## config.mk

```make
export PLATFORM = sky130hd
export DESIGN_NAME = timestamp_byte_fifo_core_flat
export DESIGN_NICKNAME = d
export VERILOG_FILES = /design/src/sv/tbf_pkg.sv /design/src/sv/tbf_in_if.sv /design/src/sv/tbf_out_if.sv /design/src/sv/tbf_ram.sv /design/src/sv/timestamp_byte_fifo_core.sv /design/src/flat_wrapper.sv
export SDC_FILE = /design/constraint.sdc
export NUM_CORES = 2
export LEC_CHECK = 0
export ABC_AREA = 1
export BUFFER_PORTS_ARGS = -buffer_cell sky130_fd_sc_hd__buf_2
export CAP_MARGIN = 15
export CORE_AREA = 2 2 384 386
export DETAILED_ROUTE_END_ITERATION = 6
export DIE_AREA = 0 0 386 388
export PLACE_DENSITY_LB_ADDON = 0.3
export RECOVER_POWER = 25
export SLEW_MARGIN = 10
export SYNTH_ARGS = -nofsm -noshare
export SYNTH_HDL_FRONTEND = slang
export SYNTH_SLANG_ARGS = --single-unit
```

## constraint.sdc

```tcl
create_clock -name clk_i -period 25.3 [get_ports clk_i]
set_input_delay 1.265 -clock clk_i [delete_from_list [all_inputs] [get_ports clk_i]]
set_output_delay 1.265 -clock clk_i [all_outputs]
set_load 0.02 [all_outputs]
```

## src/sv/tbf_pkg.sv

```systemverilog
// ----------------------------------------------------------------------------
// tbf_pkg
// Shared types and constants for the timestamp byte FIFO core.
// ----------------------------------------------------------------------------
package tbf_pkg;

  localparam int unsigned TBF_RING_DEPTH = 16;
  localparam int unsigned STAMP_W        = 64;
  localparam int unsigned COUNT_W        = 32;

  typedef logic [STAMP_W-1:0] stamp_t;
  typedef logic [COUNT_W-1:0] count_t;

  typedef enum logic [1:0] {
    KIND_PUSH     = 2'd0,
    KIND_READ     = 2'd1,
    KIND_ROLLBACK = 2'd2,
    KIND_CLEAR    = 2'd3
  } kind_e;

  typedef enum logic [1:0] {
    STATUS_OK       = 2'd0,
    STATUS_FULL     = 2'd1,
    STATUS_EMPTY    = 2'd2,
    STATUS_UNDERRUN = 2'd3
  } status_e;

  typedef enum logic [1:0] {
    STATE_IDLE,
    STATE_READ_DATA,
    STATE_RESULT
  } state_e;

endpackage

```

## src/sv/tbf_in_if.sv

```systemverilog
// ----------------------------------------------------------------------------
// tbf_in_if
// Command channel: valid/ready handshake with kind, timestamp and byte count.
// ----------------------------------------------------------------------------
interface tbf_in_if;
  logic            valid;
  logic            ready;
  tbf_pkg::kind_e  kind;
  tbf_pkg::stamp_t stamp_in;
  tbf_pkg::count_t byte_count;

  modport source (output valid, output kind, output stamp_in, output byte_count,
                  input ready);
  modport sink   (input valid, input kind, input stamp_in, input byte_count,
                  output ready);
endinterface

```

## src/sv/tbf_out_if.sv

```systemverilog
// ----------------------------------------------------------------------------
// tbf_out_if
// Result channel: valid/ready handshake with timestamp, status and shortfall.
// ----------------------------------------------------------------------------
interface tbf_out_if;
  logic             valid;
  logic             ready;
  tbf_pkg::stamp_t  stamp_out;
  tbf_pkg::status_e status;
  tbf_pkg::count_t  missing_bytes;

  modport source (output valid, output stamp_out, output status, output missing_bytes,
                  input ready);
  modport sink   (input valid, input stamp_out, input status, input missing_bytes,
                  output ready);
endinterface

```

## src/sv/tbf_ram.sv

```systemverilog
// ----------------------------------------------------------------------------
// tbf_ram
// Generic single-write, single-read RAM with registered read data.
// ----------------------------------------------------------------------------
module tbf_ram #(
  parameter int unsigned WIDTH = 32,
  parameter int unsigned DEPTH = 16,
  localparam int unsigned AW   = (DEPTH > 1) ? $clog2(DEPTH) : 1
) (
  input  logic             clk_i,
  input  logic             we_i,
  input  logic [AW-1:0]    waddr_i,
  input  logic [WIDTH-1:0] wdata_i,
  input  logic             re_i,
  input  logic [AW-1:0]    raddr_i,
  output logic [WIDTH-1:0] rdata_o
);

  logic [WIDTH-1:0] mem_q [DEPTH];
  logic [WIDTH-1:0] rdata_q;

  always_ff @(posedge clk_i) begin
    if (we_i) begin
      mem_q[waddr_i] <= wdata_i;
    end
    if (re_i) begin
      rdata_q <= mem_q[raddr_i];
    end
  end

  assign rdata_o = rdata_q;

endmodule

```

## src/sv/timestamp_byte_fifo_core.sv

```systemverilog
// ----------------------------------------------------------------------------
// timestamp_byte_fifo_core
// Ring of timestamp records, each with a count of bytes not yet read.
// ----------------------------------------------------------------------------
// Usage: commands arrive on item_i (push, read, rollback, clear) and every
// command returns exactly one beat on result_o. A push stores a timestamp and
// byte count at the tail; a read consumes bytes from the oldest records and
// returns the timestamp of the first record it touches, or a status of empty
// or underrun with the number of bytes not covered.
// Records live in two RAMs (timestamp, remaining count) with registered read
// data; a read fetches, drains and writes back one record per cycle.
// Flow: an accepted command goes from IDLE to RESULT or, for a read that finds
// records, through READ_DATA once per record visited and then to RESULT.
// A new command is accepted once the previous one has moved from RESULT into
// the output register.
// Reset empties the ring and drops any pending result; RAM contents are not
// cleared since only written slots are ever read.
// When the receiver stalls, the result beat holds in the output register while
// the core still accepts and works on one further command.
// ----------------------------------------------------------------------------
module timestamp_byte_fifo_core #(
  parameter int unsigned RING_DEPTH = tbf_pkg::TBF_RING_DEPTH
) (
  input  logic      clk_i,
  input  logic      rst_ni,
  tbf_in_if.sink    item_i,
  tbf_out_if.source result_o
);
  import tbf_pkg::*;

  localparam int unsigned IDX_W = (RING_DEPTH > 1) ? $clog2(RING_DEPTH) : 1;
  localparam int unsigned OCC_W = $clog2(RING_DEPTH + 1);
  localparam int unsigned SUM_W = OCC_W + 1;

  state_e            state_q, state_d;
  logic [IDX_W-1:0]  oldest_q, oldest_d;
  logic [OCC_W-1:0]  occ_q, occ_d;
  count_t            need_q, need_d;
  logic              first_q, first_d;
  stamp_t            first_stamp_q, first_stamp_d;
  stamp_t            res_stamp_q, res_stamp_d;
  status_e           res_status_q, res_status_d;
  count_t            res_missing_q, res_missing_d;
  logic              out_valid_q, out_valid_d;
  stamp_t            out_stamp_q, out_stamp_d;
  status_e           out_status_q, out_status_d;
  count_t            out_missing_q, out_missing_d;

  logic              stamp_we, rem_we, ram_re;
  logic [IDX_W-1:0]  waddr, raddr;
  count_t            rem_wdata;
  stamp_t            stamp_rdata;
  count_t            rem_rdata;

  logic              accept;
  logic              ring_full;
  logic [SUM_W-1:0]  tail_sum;
  logic [IDX_W-1:0]  tail_idx;
  logic [IDX_W-1:0]  oldest_next;
  count_t            rem_left, need_left;
  logic              drained;
  logic [OCC_W-1:0]  occ_after;
  logic [IDX_W-1:0]  oldest_after;
  stamp_t            cur_stamp;

  tbf_ram #(.WIDTH(STAMP_W), .DEPTH(RING_DEPTH)) u_stamp_ram (
    .clk_i   (clk_i),
    .we_i    (stamp_we),
    .waddr_i (waddr),
    .wdata_i (item_i.stamp_in),
    .re_i    (ram_re),
    .raddr_i (raddr),
    .rdata_o (stamp_rdata)
  );

  tbf_ram #(.WIDTH(COUNT_W), .DEPTH(RING_DEPTH)) u_rem_ram (
    .clk_i   (clk_i),
    .we_i    (rem_we),
    .waddr_i (waddr),
    .wdata_i (rem_wdata),
    .re_i    (ram_re),
    .raddr_i (raddr),
    .rdata_o (rem_rdata)
  );

  assign item_i.ready = (state_q == STATE_IDLE);
  assign accept       = item_i.valid && item_i.ready;
  assign ring_full    = (occ_q == OCC_W'(RING_DEPTH));

  // Tail slot: oldest + occupancy, wrapped once (oldest below the depth, occupancy at most the depth).
  assign tail_sum = SUM_W'(oldest_q) + SUM_W'(occ_q);
  assign tail_idx = (tail_sum >= SUM_W'(RING_DEPTH)) ?
                    IDX_W'(tail_sum - SUM_W'(RING_DEPTH)) : IDX_W'(tail_sum);
  assign oldest_next = (oldest_q == IDX_W'(RING_DEPTH - 1)) ? '0 : oldest_q + 1'b1;

  // Drain of the record just fetched.
  assign drained      = (need_q >= rem_rdata);
  assign rem_left     = drained ? '0 : rem_rdata - need_q;
  assign need_left    = drained ? need_q - rem_rdata : '0;
  assign occ_after    = drained ? occ_q - 1'b1 : occ_q;
  assign oldest_after = drained ? oldest_next : oldest_q;
  assign cur_stamp    = first_q ? stamp_rdata : first_stamp_q;

  always_comb begin
    state_d       = state_q;
    oldest_d      = oldest_q;
    occ_d         = occ_q;
    need_d        = need_q;
    first_d       = first_q;
    first_stamp_d = first_stamp_q;
    res_stamp_d   = res_stamp_q;
    res_status_d  = res_status_q;
    res_missing_d = res_missing_q;
    out_valid_d   = out_valid_q && !result_o.ready;
    out_stamp_d   = out_stamp_q;
    out_status_d  = out_status_q;
    out_missing_d = out_missing_q;
    stamp_we      = 1'b0;
    rem_we        = 1'b0;
    ram_re        = 1'b0;
    waddr         = tail_idx;
    raddr         = oldest_q;
    rem_wdata     = item_i.byte_count;

    case (state_q)
      STATE_IDLE: begin
        if (accept) begin
          res_stamp_d   = '0;
          res_status_d  = STATUS_OK;
          res_missing_d = '0;
          state_d       = STATE_RESULT;
          case (item_i.kind)
            KIND_PUSH: begin
              if (item_i.byte_count != '0) begin
                if (ring_full) begin
                  res_status_d = STATUS_FULL;
                end else begin
                  stamp_we = 1'b1;
                  rem_we   = 1'b1;
                  occ_d    = occ_q + 1'b1;
                end
              end
            end
            KIND_READ: begin
              if (item_i.byte_count != '0) begin
                if (occ_q == '0) begin
                  res_status_d  = STATUS_EMPTY;
                  res_missing_d = item_i.byte_count;
                end else begin
                  ram_re  = 1'b1;
                  need_d  = item_i.byte_count;
                  first_d = 1'b1;
                  state_d = STATE_READ_DATA;
                end
              end
            end
            KIND_ROLLBACK: begin
              if (occ_q != '0) begin
                occ_d = occ_q - 1'b1;
              end
            end
            KIND_CLEAR: begin
              oldest_d = '0;
              occ_d    = '0;
            end
            default: ;
          endcase
        end
      end

      STATE_READ_DATA: begin
        // Write back the drained count; advance past an emptied record.
        rem_we    = 1'b1;
        waddr     = oldest_q;
        rem_wdata = rem_left;
        first_d   = 1'b0;
        if (first_q) begin
          first_stamp_d = stamp_rdata;
        end
        oldest_d = oldest_after;
        occ_d    = occ_after;
        need_d   = need_left;
        if (need_left != '0 && occ_after != '0) begin
          ram_re = 1'b1;
          raddr  = oldest_after;
        end else begin
          res_missing_d = need_left;
          if (need_left != '0) begin
            res_stamp_d  = '0;
            res_status_d = STATUS_UNDERRUN;
          end else begin
            res_stamp_d  = cur_stamp;
            res_status_d = STATUS_OK;
          end
          state_d = STATE_RESULT;
        end
      end

      STATE_RESULT: begin
        if (!out_valid_q || result_o.ready) begin
          out_valid_d   = 1'b1;
          out_stamp_d   = res_stamp_q;
          out_status_d  = res_status_q;
          out_missing_d = res_missing_q;
          state_d       = STATE_IDLE;
        end
      end

      default: begin
        state_d = STATE_IDLE;
      end
    endcase
  end

  always_ff @(posedge clk_i or negedge rst_ni) begin
    if (!rst_ni) begin
      state_q     <= STATE_IDLE;
      oldest_q    <= '0;
      occ_q       <= '0;
      first_q     <= 1'b0;
      out_valid_q <= 1'b0;
    end else begin
      state_q     <= state_d;
      oldest_q    <= oldest_d;
      occ_q       <= occ_d;
      first_q     <= first_d;
      out_valid_q <= out_valid_d;
    end
  end

  always_ff @(posedge clk_i) begin
    need_q        <= need_d;
    first_stamp_q <= first_stamp_d;
    res_stamp_q   <= res_stamp_d;
    res_status_q  <= res_status_d;
    res_missing_q <= res_missing_d;
    out_stamp_q   <= out_stamp_d;
    out_status_q  <= out_status_d;
    out_missing_q <= out_missing_d;
  end

  assign result_o.valid         = out_valid_q;
  assign result_o.stamp_out     = out_stamp_q;
  assign result_o.status        = out_status_q;
  assign result_o.missing_bytes = out_missing_q;

  a_occ_bound : assert property (@(posedge clk_i) disable iff (!rst_ni)
    occ_q <= OCC_W'(RING_DEPTH))
    else $error("occupancy exceeds ring depth");

  a_oldest_bound : assert property (@(posedge clk_i) disable iff (!rst_ni)
    oldest_q <= IDX_W'(RING_DEPTH - 1))
    else $error("oldest slot out of range");

  a_drain_nonempty : assert property (@(posedge clk_i) disable iff (!rst_ni)
    state_q == STATE_READ_DATA |-> occ_q != '0)
    else $error("draining a record from an empty ring");

  a_underrun_missing : assert property (@(posedge clk_i) disable iff (!rst_ni)
    out_valid_q && out_status_q == STATUS_UNDERRUN |-> out_missing_q != '0)
    else $error("underrun beat without missing bytes");

  a_push_updates_occ : assert property (@(posedge clk_i) disable iff (!rst_ni)
    stamp_we |=> occ_q == $past(occ_q) + 1'b1)
    else $error("push stored a record without counting it");

endmodule
```

## src/flat_wrapper.sv

```systemverilog
// flat-port wrapper written by rule: the top's interface ports become plain ports
module timestamp_byte_fifo_core_flat import tbf_pkg::*;
#(
  parameter int unsigned RING_DEPTH = tbf_pkg::TBF_RING_DEPTH
)
  (clk_i, rst_ni, item_i_valid, item_i_kind, item_i_stamp_in, item_i_byte_count, item_i_ready, result_o_valid, result_o_stamp_out, result_o_status, result_o_missing_bytes, result_o_ready);
  tbf_in_if item_i_i ();
  tbf_out_if result_o_i ();
  input  logic clk_i;
  input  logic rst_ni;
  input wire logic [$bits(item_i_i.valid)-1:0] item_i_valid;
  input wire logic [$bits(item_i_i.kind)-1:0] item_i_kind;
  input wire logic [$bits(item_i_i.stamp_in)-1:0] item_i_stamp_in;
  input wire logic [$bits(item_i_i.byte_count)-1:0] item_i_byte_count;
  output wire logic [$bits(item_i_i.ready)-1:0] item_i_ready;
  output wire logic [$bits(result_o_i.valid)-1:0] result_o_valid;
  output wire logic [$bits(result_o_i.stamp_out)-1:0] result_o_stamp_out;
  output wire logic [$bits(result_o_i.status)-1:0] result_o_status;
  output wire logic [$bits(result_o_i.missing_bytes)-1:0] result_o_missing_bytes;
  input wire logic [$bits(result_o_i.ready)-1:0] result_o_ready;
  assign item_i_i.valid = item_i_valid;
  assign item_i_i.kind = item_i_kind;
  assign item_i_i.stamp_in = item_i_stamp_in;
  assign item_i_i.byte_count = item_i_byte_count;
  assign item_i_ready = item_i_i.ready;
  assign result_o_valid = result_o_i.valid;
  assign result_o_stamp_out = result_o_i.stamp_out;
  assign result_o_status = result_o_i.status;
  assign result_o_missing_bytes = result_o_i.missing_bytes;
  assign result_o_i.ready = result_o_ready;
  timestamp_byte_fifo_core #(.RING_DEPTH(RING_DEPTH)) u_core (.clk_i(clk_i), .rst_ni(rst_ni), .item_i(item_i_i), .result_o(result_o_i));
endmodule
```

# After elaboration in Yosys (flattened, before gate mapping)
# Memories as Yosys holds them, arrays and structs flattened. A register that Yosys moved wholly into a read port is not among the register bits.
# Index checks and enable logic that the tools add are counted.
# op_classes
addsub,7
order_cmp,2
n_eq_ne,18
muxes,74
reduce_logical,20
# op_table
op,n
32-bit 2-to-1 mux,12
64-bit 2-to-1 mux,4
32-bit case mux with 2 select lines,2
64-bit case mux with 2 select lines,1
32-bit nonzero test,2
32-bit subtractor,2
32-bit greater-or-equal comparator,1
4-bit 2-to-1 mux,8
5-bit 2-to-1 mux,5
2-bit 2-to-1 mux,12
1-bit 2-to-1 mux,21
5-bit case mux with 3 select lines,1
"2-bit inequality test, second input constant",6
5-bit case mux with 2 select lines,1
5-bit nonzero test,2
"3-bit inequality test, second input constant",3
3-bit AND reduction,3
2-bit case mux with 2 select lines,2
4-bit case mux with 2 select lines,1
4-bit by 5-bit adder with 6-bit output,1
"2-bit == test, second input constant",3
"6-bit by 5-bit greater-or-equal comparator with 1-bit output, second input constant",1
1-bit case mux with 2 select lines,3
2-bit case mux with 3 select lines,1
18 further kinds,23
# totals
regBits,305
ramBits,1536
in_bits,102
out_inout_bits,100
wordCells,136
mem_count,2
# mem_list
name,words,width,read_ports,rd_ports_with_merged_regs,write_ports,line,rtl
u_core.u_stamp_ram.mem_q,16,64,1,1,1,tbf_ram.sv:19,logic [WIDTH-1:0] mem_q [DEPTH];
u_core.u_rem_ram.mem_q,16,32,1,1,1,tbf_ram.sv:19,

# Logic depth before layout (Yosys ltp)
# depth
depth_word,8
ltp_mapped,31
mapped_depth_nobuf,28

# By module
# From an unflattened synthesis, not the netlist that was laid out.
# hier_totals
cells_unflattened,8126
hier_area_um2,85807.3
# modules_own_cells
mod,n_inst,cells_per_inst,area_each_um2,seq_area_each_um2
tbf_ram at u_core.u_stamp_ram,1,4210,45926.5,32671.3
tbf_ram at u_core.u_rem_ram,1,2120,23050.9,16335.7
timestamp_byte_fifo_core,1,1796,16829.9,9093.7

# Worst setup path after synthesis
# No wires, ideal clock.
# synth_path
path_type,input-to-reg
start,input item_i_kind[1]
end,"register u_core.u_rem_ram.rdata_q[0], in the netlist u_core.u_rem_ram.rdata_o[0], read port of u_core.u_rem_ram.mem_q, enable pin"
setup_time_ps,684
arrival_time_ps,11102
required_ps,24616
slack_ps,13514
stages,6
n_path_buf,0
path_cell_list,inv_1 > ha_1 > o21ai_0 > a211oi_1 > inv_1 > o21ai_0
# synth_between
elab_chain_cells,4
# synth_rtl
item,line,rtl
"start, declared",flat_wrapper.sv:12,input wire logic [$bits(item_i_i.kind)-1:0] item_i_kind;
2-bit by 1-bit == test with 1-bit output,timestamp_byte_fifo_core.sv:132,case (item_i.kind)
1-bit 2-to-1 mux,timestamp_byte_fifo_core.sv:132,
1-bit 2-to-1 mux,timestamp_byte_fifo_core.sv:127,if (accept) begin
1-bit case mux with 2 select lines,timestamp_byte_fifo_core.sv:125,case (state_q)
via u_core.ram_re,timestamp_byte_fifo_core.sv:49,"logic stamp_we, rem_we, ram_re;"
"end, declared",tbf_ram.sv:20,logic [WIDTH-1:0] rdata_q;
# The timed path passes the listed nets, and every way through them passes these cells.
# A chain may end at the register's enable or synchronous reset.

# Worst setup path in the final report
# layout_path
start,"register u_core.u_rem_ram.rdata_q[15], in the netlist u_core.u_rem_ram.rdata_o[15], read port of u_core.u_rem_ram.mem_q"
end,"register u_core.u_rem_ram.rdata_q[18], in the netlist u_core.u_rem_ram.rdata_o[18], read port of u_core.u_rem_ram.mem_q (data pin)"
# layout_between
elab_chain_cells,6
word_cells_on_any_way,12
cone_classes,add/sub: 1; order compare: 1; mux: 7; reduce/logical: 3
# layout_rtl
item,line,rtl
32-bit subtractor / 32-bit greater-or-equal comparator (equally long branches),"timestamp_byte_fifo_core.sv:99, timestamp_byte_fifo_core.sv:97",
32-bit 2-to-1 mux / 5-bit 2-to-1 mux (equally long branches),"timestamp_byte_fifo_core.sv:99, timestamp_byte_fifo_core.sv:100",
32-bit nonzero test / 5-bit nonzero test (equally long branches),timestamp_byte_fifo_core.sv:183,if (need_left != '0 && occ_after != '0) begin
1-bit logical AND,timestamp_byte_fifo_core.sv:183,
1-bit 2-to-1 mux / 4-bit 2-to-1 mux (equally long branches),timestamp_byte_fifo_core.sv:183,
1-bit case mux with 2 select lines / 4-bit 2-to-1 mux (equally long branches),timestamp_byte_fifo_core.sv:125,
# Parallel ways exist; a longest one is shown, timed or not.

==> impl_metrics.py <==
metrics = {
    "flow_run": {
        "max-cap-violations": 0,
    },
    "layout": {
        "drive_above_1_share": 0.0796,
        "syn_to_final_growth_pct": 9.57,
        "instances_no_fill": 10300,
        "nFillCells": 10700,
        "design_area_sq_um": 95200,
        "nets": 8399,
        "multiInputGateArea_sq_um": 21000,
        "seqCellArea_sq_um": 58100,
    },
    "route": {
        "viasPerCell": 5.78,
        "wl_um": 232000,
        "dr.first_iter.drc_count": 7292,
        "first_pass_iters": 7,
        "detail_route.wl_per_cell_um": 22.5,
        "drtAntennaViolNets": 0,
        "drc_errors": 2,
        "dr_total_vias": 59500,
    },
    "logic_synthesis": {
        "syn_area_per_cell_sq_um": 10.7,
        "synth_edf_count": 1924,
        "synth-seq-cells": 1937,
        "synth_area_leaders": "edfxtp_1 (66%), nand3_1 (9.3%), inv_1 (6.9%)",
        "synth_area_sq_um": 86900,
        "yosysWarnings": 0,
        "ys_async_sr_fraction": 0.00671,
        "synth.most_common_cell": "edfxtp_1",
        "ys.flop_type": "edfxtp_1",
        "synthTopCellsByCount": "edfxtp_1 (1924), nand3_1 (1608), inv_1 (1606), nand2_1 (1499), nand3b_1 (291)",
        "yosys.area.top_type": "edfxtp_1",
        "ys_types": 50,
        "ys_seq_area_frac": 0.668,
        "synth_top_area_share": 0.665,
        "synth_fp_nets": 8310,
        "syn_inst": 8132,
    },
    "worst_hold_path": {
        "min-delay-start": "u_core.res_stamp_q[27]$_SDFFCE_PP0P_",
        "hold_end": "u_core.result_o.stamp_out[27]$_DFFE_PP_",
        "hold_path.class": "reg -> reg",
        "min_path_cells": 0,
    },
    "timing": {
        "slew_headroom": 0.174,
        "setup_viol": 0,
        "tightest_slew_ns": 1.24,
        "slew_violations": 0,
        "fin_skew_ns": 0.0291,
        "hold_violations": 0,
        "rsz0062_at_grt": "false",
        "tns_ns": 0,
        "max_freq_ghz": 0.134,
        "period_minus_slack_ns": 7.48,
        "layout_worst_path_cycle_share": 0.296,
    },
    "clocking": {
        "tritoncts": "built",
        "cts-hold-fix-buffers": 0,
        "cts.path.max_buffers": 3,
        "htree_levels": 4,
        "cts_root_buf": "clkbuf_16",
        "cts.sinks": 1937,
        "clk_pin_slew_ns": 0.06,
        "cts-resized-gates": 0,
        "cts_buffers": 191,
        "clkLatencyLatePin_ns": 0.84,
        "post_cts_buffers": 0,
    },
    "floorplan": {
        "die_w_um": 386,
        "die_area_sq_um": 150000,
        "core_area_sq_um": 145000,
        "pin_count": 202,
        "die_h_um": 388,
        "placementRows": 140,
        "initial_utilization": 0.599,
    },
    "power": {
        "vdd_drop_max_mv": 0.171,
        "power_w": 0.0123,
        "p_leak_nw": 39.3,
        "p_per_area_nw_per_um2": 129,
    },
    "worst_setup_path": {
        "crit_fanout": 56,
        "worstPathRequired_ns": 25.84,
        "crit_buf_inv": 8,
        "r2r_end": "u_core.u_rem_ram.rdata_o[18]$_DFFE_PP_",
        "cp.arrival_ns": 8.02,
        "timing.rr.start": "u_core.u_rem_ram.rdata_o[15]$_DFFE_PP_",
        "end_kind": "flip-flop",
        "ff2ff_setup_slack_ns": 17.82,
        "cp_top_family": "buffers and inverters",
        "cp_slowest_cell": "buf_4",
        "cp-start-kind": "flip-flop",
        "worst_r2r_path_depth": 27,
        "slowest_delay_ns": 0.88,
        "crit_type": "reg -> reg",
    },
    "placement": {
        "dp_cells": 9943,
        "gp_congestion": 1.05,
        "dp_hpwl_um": 124000,
        "placed_cell_area_sq_um": 89500,
        "portBuffers": 201,
    },
    "grt": {
        "antenna_found_initial": 22,
        "track_usage": 0.307,
        "grt_pass1_vias": 57300,
        "overflow": 0,
        "grt_max_degree": 238,
        "grt_pass1_wl_um": 345000,
    },
    "status": {
        "status": "finished with violations",
        "violations": "design-rule violations",
    },
}
-- kinds of logic after synthesis --
group,count (synthesis),synth area share
simple gates,3698,0.200
xor+xnor,55,0.00554
compound gates,318,0.0201
flops,1937,0.668
buf+inv,2048,0.0952
fa+ha+maj,76,0.0112
-- area by class of cell --
class | instances | share of cell area
Sequential cell | 1937 | 0.610
Clock buffer | 245 | 0.0530
Antenna cell | 10 | 0.000263
Tap cell | 1917 | 0.0252
Multi-Input combinational cell | 4147 | 0.220
Timing Repair Buffer | 325 | 0.0202
Clock inverter | 102 | 0.00724
Inverter | 1619 | 0.0639
-- state kept, by name, summed over array words and instances (netlist names), 2 cells and up --
| signal | count |
|---|---|
| u_core.need_q | 32 |
| u_core.result_o.missing_bytes | 32 |
| u_core.result_o.status | 2 |
| u_core.state_q | 2 |
| u_core.res_status_q | 2 |
| u_core.res_stamp_q | 64 |
| u_core.u_rem_ram.rdata_o | 32 |
| u_core.occ_q | 5 |
| u_core.res_missing_q | 32 |
| u_core.u_rem_ram.mem_q | 512 |
| u_core.oldest_q | 4 |
| u_core.u_stamp_ram.mem_q | 1024 |
| u_core.u_stamp_ram.rdata_o | 64 |
| u_core.first_stamp_q | 64 |
| u_core.result_o.stamp_out | 64 |
-- placed cells by master (no fill, tap or decap), types with 5 or more instances in the layout --
cell type,instances
or2_2,65
nand3b_1,291
nand2_1,1497
o22ai_1,30
edfxtp_1,1924
nor4_1,8
dfrtp_1,12
nand3_1,1608
inv_1,1603
clkinv_2,32
o21ai_4,5
xor2_1,45
a21oi_1,76
o21ai_0,166
nor2_1,138
inv_2,10
clkbuf_16,194
nor3_1,8
o221ai_1,6
o22ai_2,5
o211ai_1,6
nand2_2,8
nor2_4,36
buf_4,117
buf_12,5
clkbuf_1,110
buf_2,142
ha_1,73
clkinv_1,49
diode_2,10
xnor2_1,10
inv_6,9
o21ai_1,8
nand4_1,21
-- power by group --
| group | switching [W] | total (W) | internal [W] | leakage (nW) |
|---|---|---|---|---|
| Clock | 0.00120 | 0.00264 | 0.00145 | 2.80 |
| Combinational | 0.00384 | 0.00523 | 0.00139 | 18.8 |
| Sequential | 0.000131 | 0.00439 | 0.00426 | 17.7 |
| Total | 0.00517 | 0.0123 | 0.00710 | 39.3 |
-- through the flow --
| stage | util | setup slack, ns | hold slack, ns |
|---|---|---|---|
| after floorplan | - | 13.51 | 0.400 |
| after global placement | 0.616 | 18.08 | 0.401 |
| after detailed placement | 0.616 | 17.91 | 0.405 |
| after CTS | 0.656 | 17.90 | 0.305 |
| after global routing | 0.656 | 17.48 | 0.422 |
| final | 0.656 | 17.82 | 0.404 |
-- worst max-delay path by stage --
| stage | startpoint | slack (ns) | cells after the start | endpoint |
|---|---|---|---|---|
| after floorplan | item_i_kind[1] | 13.51 | 6 | u_core.u_rem_ram.rdata_o[0]$_DFFE_PP_ |
| after global placement | u_core.u_rem_ram.rdata_o[15]$_DFFE_PP_ | 18.08 | 27 | u_core.u_rem_ram.rdata_o[23]$_DFFE_PP_ |
| after detailed placement | u_core.u_rem_ram.rdata_o[15]$_DFFE_PP_ | 17.91 | 27 | u_core.u_rem_ram.rdata_o[18]$_DFFE_PP_ |
| after CTS | u_core.u_rem_ram.rdata_o[15]$_DFFE_PP_ | 17.90 | 27 | u_core.u_rem_ram.rdata_o[18]$_DFFE_PP_ |
| after global routing | u_core.u_rem_ram.rdata_o[15]$_DFFE_PP_ | 17.48 | 27 | u_core.u_rem_ram.rdata_o[23]$_DFFE_PP_ |
| final | u_core.u_rem_ram.rdata_o[15]$_DFFE_PP_ | 17.82 | 27 | u_core.u_rem_ram.rdata_o[18]$_DFFE_PP_ |
-- metal layers --
metal  global-route usage  share of wire
met5                    0        0.00068
met4                0.126          0.038
met3               0.0583           0.11
met2                0.477           0.46
met1                0.428           0.39
(Power assumes the default switching activity.)
